[config.mk]
export PLATFORM = sky130hd
export DESIGN_NAME = colorkey_mask_erosion_top
export DESIGN_NICKNAME = d
export VERILOG_FILES = /design/src/design/ckme_pkg.sv /design/src/design/colorkey_mask_erosion_top.sv
export SDC_FILE = /design/constraint.sdc
export NUM_CORES = 2
export LEC_CHECK = 0
export BUFFER_PORTS_ARGS = -buffer_cell sky130_fd_sc_hd__buf_2
export CORE_MARGIN = 4
export CORE_UTILIZATION = 45
export DETAILED_ROUTE_END_ITERATION = 8
export PLACE_DENSITY_LB_ADDON = 0.2
export SYNTH_ARGS = -nofsm -noshare
export SYNTH_HDL_FRONTEND = slang
export SYNTH_SLANG_ARGS = --single-unit
[constraint.sdc]
create_clock -name clock -period 20.7 [get_ports clock]
set_clock_uncertainty 0.15 [all_clocks]
set_input_delay 3.105 -clock clock [delete_from_list [all_inputs] [get_ports clock]]
set_output_delay 3.105 -clock clock [all_outputs]
set_load 0.03 [all_outputs]
[src/design/ckme_pkg.sv]
package ckme_pkg;

   // Line store geometry and image size limits.
   localparam int unsigned MAX_WIDTH  = 1024;
   localparam int unsigned MAX_HEIGHT = 1024;
   localparam int unsigned COL_W      = $clog2(MAX_WIDTH);
   localparam int unsigned ROW_W      = $clog2(MAX_HEIGHT);
   localparam int unsigned SIZE_W     = 11;
   localparam int unsigned PIX_W      = 32;

   // Result queue depth (power of two).
   localparam int unsigned RQ_DEPTH   = 8;
   localparam int unsigned RQ_PTR_W   = $clog2(RQ_DEPTH);
   localparam int unsigned RQ_CNT_W   = $clog2(RQ_DEPTH + 1);

   // Configuration register indexes.
   localparam logic [1:0] CSR_COLOR_KEY    = 2'd0;
   localparam logic [1:0] CSR_IMAGE_WIDTH  = 2'd1;
   localparam logic [1:0] CSR_IMAGE_HEIGHT = 2'd2;

   localparam logic [SIZE_W-1:0] MAX_W_SIZE = SIZE_W'(MAX_WIDTH);
   localparam logic [SIZE_W-1:0] MAX_H_SIZE = SIZE_W'(MAX_HEIGHT);

   // Result transaction as it sits in the output queue.
   typedef struct packed {
      logic             last_of_run;
      logic             solid;
      logic [ROW_W-1:0] row;
      logic [COL_W-1:0] col;
   } result_type;

   // Pixel in flight between the line store read and the write back.
   typedef struct packed {
      logic [COL_W-1:0] x;
      logic [ROW_W-1:0] y;
      logic             cur;
      logic             has_up;
      logic             last_row;
      logic             bit_ok;
   } pixel_type;

   // Saturate a written size to 1..limit.
   function automatic logic [SIZE_W-1:0] clamp_size(input logic [SIZE_W-1:0] v,
                                                    input logic [SIZE_W-1:0] limit);
      logic [SIZE_W-1:0] r;
      r = v;
      if (v == '0) begin
         r = SIZE_W'(1);
      end else if (v > limit) begin
         r = limit;
      end
      return r;
   endfunction

endpackage

[src/design/colorkey_mask_erosion_top.sv]
// Color-key mask erosion with a 3x3 cross element, streamed in raster order.
// Input channel req_*: one pixel per transaction, tdata = pixel value, tuser =
// frame start. A pixel is solid when it differs from the color key. The pixel
// at row y produces the mask bit of (col, y-1); in the last row it also
// produces the zero mask bit of its own position, with tlast set only on the
// final result of each pixel.
// Output channel rsp_*: tdata = {solid, row, col}, tlast = last result of run.
// Configuration port csr_*: write color key, width and height between images.
// Throughput: one pixel per clock in all rows but the last while the receiver
// keeps taking results; the last row emits two results per pixel and runs
// slower, set by the single-result output port. A result is registered in stage
// one and then in the result queue before it is offered. Two line stores live in
// one 2-bit wide memory read at x and x+1 and written at x, one write per pixel.
// Reset clears the position counters and the result queue and loads the
// default registers (key 0, 1024 x 1024). The line store holds no reset.
// When the receiver stalls, results wait in an eight-entry queue; req_tready
// drops only when that queue cannot take the results of pixels in flight.
module colorkey_mask_erosion_top (
   input  logic        clock,
   input  logic        reset,
   // Pixel input
   input  logic        req_tvalid,
   output logic        req_tready,
   input  logic [31:0] req_tdata,   // [31:0] pixel_value
   input  logic        req_tuser,   // [0] frame_start
   // Mask result output
   output logic        rsp_tvalid,
   input  logic        rsp_tready,
   output logic [23:0] rsp_tdata,   // [9:0] col, [19:10] row, [20] solid, zero pad
   output logic        rsp_tlast,   // last_of_run
   // Configuration writes
   input  logic        csr_we,
   input  logic [1:0]  csr_addr,
   input  logic [31:0] csr_wdata
);

   localparam int unsigned COL_W  = ckme_pkg::COL_W;
   localparam int unsigned ROW_W  = ckme_pkg::ROW_W;
   localparam int unsigned SIZE_W = ckme_pkg::SIZE_W;
   localparam int unsigned PTR_W  = ckme_pkg::RQ_PTR_W;
   localparam int unsigned CNT_W  = ckme_pkg::RQ_CNT_W;

   // Configuration registers.
   logic [ckme_pkg::PIX_W-1:0] color_key_ff, color_key_in;
   logic [SIZE_W-1:0]          width_ff, width_in;
   logic [SIZE_W-1:0]          height_ff, height_in;

   always_comb begin
      color_key_in = color_key_ff;
      width_in     = width_ff;
      height_in    = height_ff;
      if (csr_we) begin
         unique case (csr_addr)
            ckme_pkg::CSR_COLOR_KEY:    color_key_in = csr_wdata;
            ckme_pkg::CSR_IMAGE_WIDTH:
               width_in = ckme_pkg::clamp_size(csr_wdata[SIZE_W-1:0], ckme_pkg::MAX_W_SIZE);
            ckme_pkg::CSR_IMAGE_HEIGHT:
               height_in = ckme_pkg::clamp_size(csr_wdata[SIZE_W-1:0], ckme_pkg::MAX_H_SIZE);
            default: ;
         endcase
      end
   end

   always_ff @(posedge clock) begin
      if (reset) begin
         color_key_ff <= '0;
         width_ff     <= ckme_pkg::MAX_W_SIZE;
         height_ff    <= ckme_pkg::MAX_H_SIZE;
      end else begin
         color_key_ff <= color_key_in;
         width_ff     <= width_in;
         height_ff    <= height_in;
      end
   end

   // Position of the incoming pixel, with wrap and frame start applied.
   logic              accept;
   logic [SIZE_W-1:0] col_cnt_ff, col_cnt_in;
   logic [ROW_W-1:0]  row_cnt_ff, row_cnt_in;
   logic [SIZE_W-1:0] cc, rc;
   logic [COL_W-1:0]  x0, x0_next;
   logic [ROW_W-1:0]  y0;
   ckme_pkg::pixel_type px0;

   assign accept = req_tvalid && req_tready;

   always_comb begin
      cc = req_tuser ? '0 : col_cnt_ff;
      rc = req_tuser ? '0 : SIZE_W'(row_cnt_ff);
      if (cc >= width_ff) begin
         cc = '0;
         rc = rc + SIZE_W'(1);
      end
      if (rc >= height_ff) begin
         rc = '0;
      end
      x0      = cc[COL_W-1:0];
      y0      = rc[ROW_W-1:0];
      x0_next = x0 + COL_W'(1);

      px0.x        = x0;
      px0.y        = y0;
      px0.cur      = (req_tdata != color_key_ff);
      px0.has_up   = (y0 != '0);
      px0.last_row = (rc == height_ff - SIZE_W'(1));
      px0.bit_ok   = (y0 > ROW_W'(1)) && (x0 != '0) &&
                     ((SIZE_W'(x0) + SIZE_W'(1)) < width_ff);

      col_cnt_in = col_cnt_ff;
      row_cnt_in = row_cnt_ff;
      if (accept) begin
         col_cnt_in = cc + SIZE_W'(1);
         row_cnt_in = y0;
      end
   end

   always_ff @(posedge clock) begin
      if (reset) begin
         col_cnt_ff <= '0;
         row_cnt_ff <= '0;
      end else begin
         col_cnt_ff <= col_cnt_in;
         row_cnt_ff <= row_cnt_in;
      end
   end

   // Line store: bit 1 holds the row before last, bit 0 the previous row.
   logic [1:0] line_mem [ckme_pkg::MAX_WIDTH];
   logic [1:0] rd_a_ff;
   logic       rd_b_ff;

   // Stage one: pixel whose line store data is now available.
   logic                s1_valid_ff, s1_valid_in;
   ckme_pkg::pixel_type s1_ff;
   logic [1:0]          wr_data;
   logic                fwd_a_ff, fwd_a_in;
   logic                fwd_b_ff, fwd_b_in;
   logic [1:0]          fwd_a_data_ff;
   logic                fwd_b_data_ff;

   // The write of the pixel in stage one lands at the same edge as the next
   // read, so a read of that entry takes the write data instead.
   assign fwd_a_in    = s1_valid_ff && (s1_ff.x == x0);
   assign fwd_b_in    = s1_valid_ff && (s1_ff.x == x0_next);
   assign s1_valid_in = accept;

   always_ff @(posedge clock) begin
      rd_a_ff       <= line_mem[x0];
      rd_b_ff       <= line_mem[x0_next][0];
      fwd_a_data_ff <= wr_data;
      fwd_b_data_ff <= wr_data[0];
      if (s1_valid_ff) begin
         line_mem[s1_ff.x] <= wr_data;
      end
   end

   always_ff @(posedge clock) begin
      if (accept) begin
         s1_ff <= px0;
      end
   end

   always_ff @(posedge clock) begin
      if (reset) begin
         s1_valid_ff <= 1'b0;
         fwd_a_ff    <= 1'b0;
         fwd_b_ff    <= 1'b0;
      end else begin
         s1_valid_ff <= s1_valid_in;
         fwd_a_ff    <= fwd_a_in;
         fwd_b_ff    <= fwd_b_in;
      end
   end

   // Neighborhood of (x, y-1) and the mask bit.
   logic [1:0] entry_a;
   logic       center, up, right, mask_bit;
   logic       left_ff, left_in;

   assign entry_a  = fwd_a_ff ? fwd_a_data_ff : rd_a_ff;
   assign center   = entry_a[0];
   assign up       = entry_a[1];
   assign right    = fwd_b_ff ? fwd_b_data_ff : rd_b_ff;
   assign mask_bit = s1_ff.bit_ok && center && left_ff && right && up && s1_ff.cur;
   assign wr_data  = {center, s1_ff.cur};
   // The left neighbor is the previous-row bit read for the pixel just before.
   assign left_in  = s1_valid_ff ? center : left_ff;

   always_ff @(posedge clock) begin
      left_ff <= left_in;
   end

   // Results of the stage one pixel.
   ckme_pkg::result_type res0, res1;
   logic [1:0]           push_n;

   always_comb begin
      res1.col         = s1_ff.x;
      res1.row         = s1_ff.y;
      res1.solid       = 1'b0;
      res1.last_of_run = 1'b1;
      if (s1_ff.has_up) begin
         res0.col         = s1_ff.x;
         res0.row         = s1_ff.y - ROW_W'(1);
         res0.solid       = mask_bit;
         res0.last_of_run = !s1_ff.last_row;
      end else begin
         res0 = res1;
      end
      push_n = s1_valid_ff ? (2'(s1_ff.has_up) + 2'(s1_ff.last_row)) : 2'd0;
   end

   // Result queue.
   ckme_pkg::result_type rq_mem [ckme_pkg::RQ_DEPTH];
   logic [PTR_W-1:0] wr_ptr_ff, wr_ptr_in;
   logic [PTR_W-1:0] rd_ptr_ff, rd_ptr_in;
   logic [CNT_W-1:0] count_ff, count_in;
   logic             pop;
   logic [PTR_W-1:0] wr_ptr_1;
   ckme_pkg::result_type rsp_res;

   assign wr_ptr_1 = wr_ptr_ff + PTR_W'(1);
   assign pop      = rsp_tvalid && rsp_tready;

   always_comb begin
      wr_ptr_in = wr_ptr_ff + PTR_W'(push_n);
      rd_ptr_in = rd_ptr_ff + PTR_W'(pop);
      count_in  = count_ff + CNT_W'(push_n) - CNT_W'(pop);
   end

   always_ff @(posedge clock) begin
      if (push_n != 2'd0) begin
         rq_mem[wr_ptr_ff] <= res0;
      end
      if (push_n == 2'd2) begin
         rq_mem[wr_ptr_1] <= res1;
      end
   end

   always_ff @(posedge clock) begin
      if (reset) begin
         wr_ptr_ff <= '0;
         rd_ptr_ff <= '0;
         count_ff  <= '0;
      end else begin
         wr_ptr_ff <= wr_ptr_in;
         rd_ptr_ff <= rd_ptr_in;
         count_ff  <= count_in;
      end
   end

   // Room for two results of stage one and two of the new pixel.
   assign req_tready = ((CNT_W + 1)'(count_ff) + (s1_valid_ff ? (CNT_W + 1)'(2) : '0)
                        + (CNT_W + 1)'(2)) <= (CNT_W + 1)'(ckme_pkg::RQ_DEPTH);

   assign rsp_res    = rq_mem[rd_ptr_ff];
   assign rsp_tvalid = (count_ff != '0);
   assign rsp_tdata  = {3'b000, rsp_res.solid, rsp_res.row, rsp_res.col};
   assign rsp_tlast  = rsp_res.last_of_run;

endmodule

# After elaboration in Yosys (flattened, before gate mapping)
# Memories as Yosys holds them, arrays and structs flattened. A register that Yosys moved wholly into a read port is not among the register bits.
# Cells that the tools add are included.
dict set report totals {
  ram_bits 2224
  in_bits 72
  out_inout_bits 27
  n_memories 2
  ff_bits 116
}
# name depth word_bits read_ports rd_clocked_by_memory_dff write_ports line_no
set memory_table {}
lappend memory_table {line_mem 1024 2 2 2 1 colorkey_mask_erosion_top.sv:128} ;# logic [1:0] line_mem [ckme_pkg::MAX_WIDTH];
lappend memory_table {rq_mem 8 22 1 1 2 colorkey_mask_erosion_top.sv:214} ;# ckme_pkg::result_type rq_mem [ckme_pkg::RQ_DEPTH];
dict set report classes {
  n_mux 19
  addsub 14
  magnitude_cmp 6
  n_eq_ne 7
  n_reduce_logical 21
}
# operator n
set op_table {}
lappend op_table {{two-way mux 11 bit} 6}
lappend op_table {{inequality test 32 bit} 1}
lappend op_table {{adder 10 x 1 -> 11 bit, second input constant} 2}
lappend op_table {{>= comparator 11 bit} 2}
lappend op_table {{two-way mux 22 bit} 1}
lappend op_table {{equality test 10 bit} 2}
lappend op_table {{nonzero test 10 bit} 2}
lappend op_table {{adder 11 x 1 -> 11 bit, second input constant} 1}
lappend op_table {{equality test 11 bit} 1}
lappend op_table {{> comparator 11 bit, second input constant} 1}
lappend op_table {{logical AND 1 bit} 11}
lappend op_table {{zero test 11 bit} 1}
lappend op_table {{< comparator 11 bit} 1}
lappend op_table {{subtractor 11 x 1 -> 11 bit, second input constant} 1}
lappend op_table {{adder 10 x 1 -> 10 bit, second input constant} 1}
lappend op_table {{> comparator 10 x 1 -> 1 bit, second input constant} 1}
lappend op_table {{two-way mux 10 bit} 1}
lappend op_table {{subtractor 10 x 1 -> 10 bit, second input constant} 1}
lappend op_table {{two-way mux 1 bit} 7}
lappend op_table {{two-way mux 2 bit} 3}
lappend op_table {{AND reduction 2 bit} 3}
lappend op_table {{adder 4 x 2 -> 5 bit} 1}
lappend op_table {{adder 5 x 2 -> 5 bit, second input constant} 1}
lappend op_table {{<= comparator 5 x 4 -> 1 bit, second input constant} 1}
lappend op_table {{other kinds (13)} 14}

# Logic depth before layout (Yosys ltp)
dict set report logic_depth {
  word_depth 8
  mapped_depth 35
}

# Worst setup path after synthesis
# OpenSTA, ideal clock, no wires.
dict set report synth_path {
  kind {register to register}
  startpoint {register s1_ff[3] (netlist bit)}
  endpoint {memory line_mem[0][0] (data pin)}
  t_arrival_ps 12042
  n_path_buf 0
  slack_ps 5832
  path_stages_with_launch 1
  setup_time_ps 2676
  path_cell_list {edfxtp_1}
}
# element line_no
set synth_lines {}
lappend synth_lines {{start: declaration} colorkey_mask_erosion_top.sv:134} ;# ckme_pkg::pixel_type s1_ff;
lappend synth_lines {{start signal: assignment} colorkey_mask_erosion_top.sv:159} ;# s1_ff <= px0;
lappend synth_lines {{end: declaration} colorkey_mask_erosion_top.sv:128}
# No word-level cell before the write port.

# Final worst setup path
dict set report layout_path {
  startpoint {input req_tuser}
  endpoint {register rd_b_ff, read port of line_mem}
}
dict set report layout_between {
  elab_chain_cells 4
}
# element line_no
set layout_rtl {}
lappend layout_rtl {{start: declaration} colorkey_mask_erosion_top.sv:25} ;# input logic req_tuser,
lappend layout_rtl {{two-way mux 11 bit (*)} colorkey_mask_erosion_top.sv:88} ;# cc = req_tuser ? '0 : col_cnt_ff;
lappend layout_rtl {{>= comparator 11 bit} colorkey_mask_erosion_top.sv:90} ;# if (cc >= width_ff) begin
lappend layout_rtl {{two-way mux 11 bit (*)} colorkey_mask_erosion_top.sv:90}
lappend layout_rtl {{adder 10 x 1 -> 10 bit (*)} colorkey_mask_erosion_top.sv:99} ;# x0_next = x0 + COL_W'(1);
lappend layout_rtl {{net x0_next[4]} colorkey_mask_erosion_top.sv:81} ;# logic [COL_W-1:0] x0, x0_next;
lappend layout_rtl {{end: declaration} colorkey_mask_erosion_top.sv:130} ;# logic rd_b_ff;
# The timed path passes the listed nets; every way through them passes the cells marked *.
# A chain may end at the register's enable or synchronous reset.

==> results_dict.tcl <==
set metrics [dict create \
    vias_per_cell 6.97 \
    dpl_cell_area_sq_um 112000 \
    post_cts_buffers 0 \
    synth_edf_count 2233 \
    synthFlopType "edfxtp_1" \
    crit_fanout 33 \
    tightest_slew_ns 1.58 \
    drt_iter0_drc 14884 \
    grt-ovfl-total 0 \
    grt_first_pass_wirelength_microns 626000 \
    place_congestion 0.972 \
    startpoint "req_tuser" \
    synth_xor_area_share_pct 0.736 \
    grt_max_degree 234 \
    cts_hold_buf 0 \
    rsz0062_at_grt "no" \
    synthAdderAreaFrac_pct 0.638 \
    core_area_sq_um 239000 \
    finalHoldViolations 0 \
    synth-seq-cells 2342 \
    dr_total_vias 83851 \
    syn_inst 8761 \
    criticalPathCategory "in -> reg" \
    detail-route-antenna-nets 0 \
    end_kind "flop" \
    dp_hpwl_microns 263000 \
    drcViolationCount 0 \
    start_util_pct 45.4 \
    cts_root_buf "clkbuf_16" \
    seq_area_frac_synth_pct 64.0 \
    synth_compound_area_share_pct 9.83 \
    insertion_delay_ns 0.97 \
    irDropWorstVdd_mv 0.0945 \
    dr.pass1.iters 6 \
    postLayoutCellArea_sq_um 121000 \
    layoutNonFillerInstCount 12037 \
    antenna_found_initial 49 \
    fin_crit_ns 12.35 \
    syn_area_sq_um 108000 \
    ff2ff_path_depth 21 \
    nets 8760 \
    post_cts_resized 0 \
    dpl.cell_count 11525 \
    synth_area_leader_cell "edfxtp_1" \
    wl_per_cell_microns 37.7 \
    die_x_microns 498 \
    violations "max-capacitance violations, max-slew violations" \
    r2r_slack_ns 10.89 \
    cts_tree "done" \
    grtUsageTotal_pct 35.6 \
    multiInputGateArea_sq_um 35800 \
    finalSetupViolCount 0 \
    async_flop_share_pct 0 \
    status "complete, but fails checks" \
    power_density_nw_per_um2 102 \
    yosys.area_share.simple_pct 12.9 \
    slew_viol_final 80 \
    synthTopCellsByArea "edfxtp_1 (62%), mux4_2 (5.8%), nor2_1 (4.5%), nand2_1 (4.3%), mux2i_1 (2.1%)" \
    relSlewSlack_pct -5.49 \
    regArea_sq_um 69200 \
    leakage_nw 36.9 \
    cp.arrival_ns 13.06 \
    cts_buffers 274 \
    drive_gt1_share_pct 13.2 \
    fmax_mhz 80.9 \
    syn_to_final_growth_pct 11.5 \
    synth_top_family_by_area "simple AND/OR/NAND/NOR gates" \
    wirelength_microns 454000 \
    die_h_microns 498 \
    cts-htree-levels 5 \
    clockBufferDepth 4 \
    first_global_vias 79218 \
    critPathLaunchType "input pin" \
    portBuffers 95 \
    clock_sinks 2342 \
    fin_crit_sh_pct 59.7 \
    hold_class "reg -> reg" \
    path_clk_slew_ns 0.06 \
    syn_area_per_cell_sq_um 12.3 \
    fin_setup_tns_ns 0 \
    io_pins 99 \
    synth_cell_types 94 \
    netlist.area_leader.share_pct 62.0 \
    rows 179 \
    crit_required_ns 21.40 \
    maxCapViolCount 5 \
    synth.yosys.warnings 0 \
    r2r_end "rd_b_ff" \
    dieArea_sq_um 248000 \
    crit_path_end "rd_b_ff" \
    r2r_start "col_cnt_ff[6]" \
    synthMuxAreaShare_pct 8.33 \
    n_fill_cell 20596 \
]
## metal layers
| metal | vias up | global-route usage (%) | wire length, microns |
|---|---|---|---|
| met5 | - | 0 | 195 |
| met4 | 30 | 23.4 | 35000 |
| met3 | 1788 | 12.4 | 65300 |
| met2 | 7313 | 51.5 | 195000 |
| met1 | 41777 | 45.6 | 159000 |
| li1 | 32943 | - | - |
## kinds of logic after synthesis
family | Yosys count
XOR/XNOR | 90
other | 1
flip-flops | 2342
adder cells (fa/ha/maj) | 54
buffers and inverters | 842
AO/OA/AOI/OAI | 1590
multiplexers | 547
AND/OR/NAND/NOR | 3295
## per-stage QoR
| step | util (%) | setup WS, ns | power [mW] | hold slack (ns) |
|---|---|---|---|---|
| floorplan | - | 5.83 | 6.90 | 0.280 |
| global placement | 46.9 | 7.20 | 7.57 | 0.287 |
| detailed placement | 47.0 | 8.08 | 7.59 | 0.300 |
| CTS | 50.5 | 9.04 | 12.2 | 0.312 |
| global route | 50.5 | 8.65 | 12.5 | 0.332 |
| finish | 50.6 | 8.35 | 12.3 | 0.308 |
## state kept, by name, summed over array words and instances (netlist names), 2 cells and up
register       count
width_ff          11
rd_a_ff            2
res1              20
line_mem        2048
fwd_a_data_ff      2
s1_ff              4
color_key_ff      32
height_ff         11
wr_ptr_ff          3
rq_mem           176
row_cnt_ff        10
count_ff           4
col_cnt_ff        11
rd_ptr_ff          3
## critical path, stage by stage
cell and delay, ns:
buf_2 0.53, nand2b_1 0.39, clkinv_1 0.57, ha_1 0.55, a211oi_2 0.30, o21ai_2 0.19, a211oi_1 0.46, nand2_4 0.30
inv_6 0.43, ha_1 0.41, nand4b_1 0.16, xnor2_1 0.35, nand3_2 1.07, clkinv_1 0.74, nand2_1 0.99, a21oi_1 0.42
nand3_1 0.12, o2111a_1 0.12, o21ai_0 0.69, nand3_1 0.38, a221o_1 0.44, a31o_1 0.20
## area by class of cell
type	count	area share, %
antenna	48	0.0996
clock buffer	343	6.03
clock inverter	121	0.928
inverter	82	0.294
multi-input combinational	5579	29.7
sequential	2342	57.4
tap	3167	3.29
timing repair buffer	355	2.21
## power breakdown
part | total (mW) | internal (mW) | switching, mW
Clock | 4.69 | 2.73 | 1.96
Sequential | 5.51 | 5.45 | 0.0594
Combinational | 2.06 | 0.543 | 1.52
## Yosys cell counts, types with 36 or more instances
cell type,instances
edfxtp_1,2233
nor2_1,1285
nand2_1,1231
clkbuf_1,412
a21oi_1,304
nand3_1,303
mux4_2,279
o221ai_1,261
o21ai_0,256
mux2i_1,232
o22ai_1,193
a31oi_1,186
buf_2,159
nor2b_1,119
dfxtp_1,109
buf_1,97
nand4_1,92
a211oi_1,81
o211ai_1,75
xnor2_1,69
inv_1,67
buf_4,64
and3_1,63
nor3_1,62
ha_1,52
nor4_1,40
mux2_2,36
## worst min path at each step
| stage | endpoint | cells after the start | start | slack, ns |
|---|---|---|---|---|
| floorplan | rq_mem[2][21] | 1 | rq_mem[2][21] | 0.28 |
| global placement | rq_mem[2][21] | 1 | rq_mem[2][21] | 0.29 |
| detailed placement | rq_mem[3][21] | 1 | rq_mem[3][21] | 0.30 |
| CTS | rq_mem[3][21] | 1 | rq_mem[3][21] | 0.31 |
| global route | rq_mem[0][21] | 1 | rq_mem[0][21] | 0.33 |
| finish | rq_mem[6][21] | 1 | rq_mem[6][21] | 0.31 |
## layout by cell type, fill, tap and decap left out, types with 80 or more instances in the layout
| cell | instances |
|---|---|
| a211oi_1 | 80 |
| edfxtp_1 | 2233 |
| nor2_1 | 1266 |
| clkbuf_16 | 279 |
| a31oi_1 | 186 |
| buf_4 | 240 |
| o221ai_1 | 261 |
| o22ai_1 | 193 |
| nand4_1 | 92 |
| dfxtp_1 | 106 |
| mux2i_1 | 232 |
| nand3_1 | 269 |
| nor2b_1 | 114 |
| o21ai_0 | 256 |
| nand2_1 | 1222 |
| buf_2 | 94 |
| a21oi_1 | 302 |
| mux4_2 | 279 |
Power figures use the tool's default switching activity.
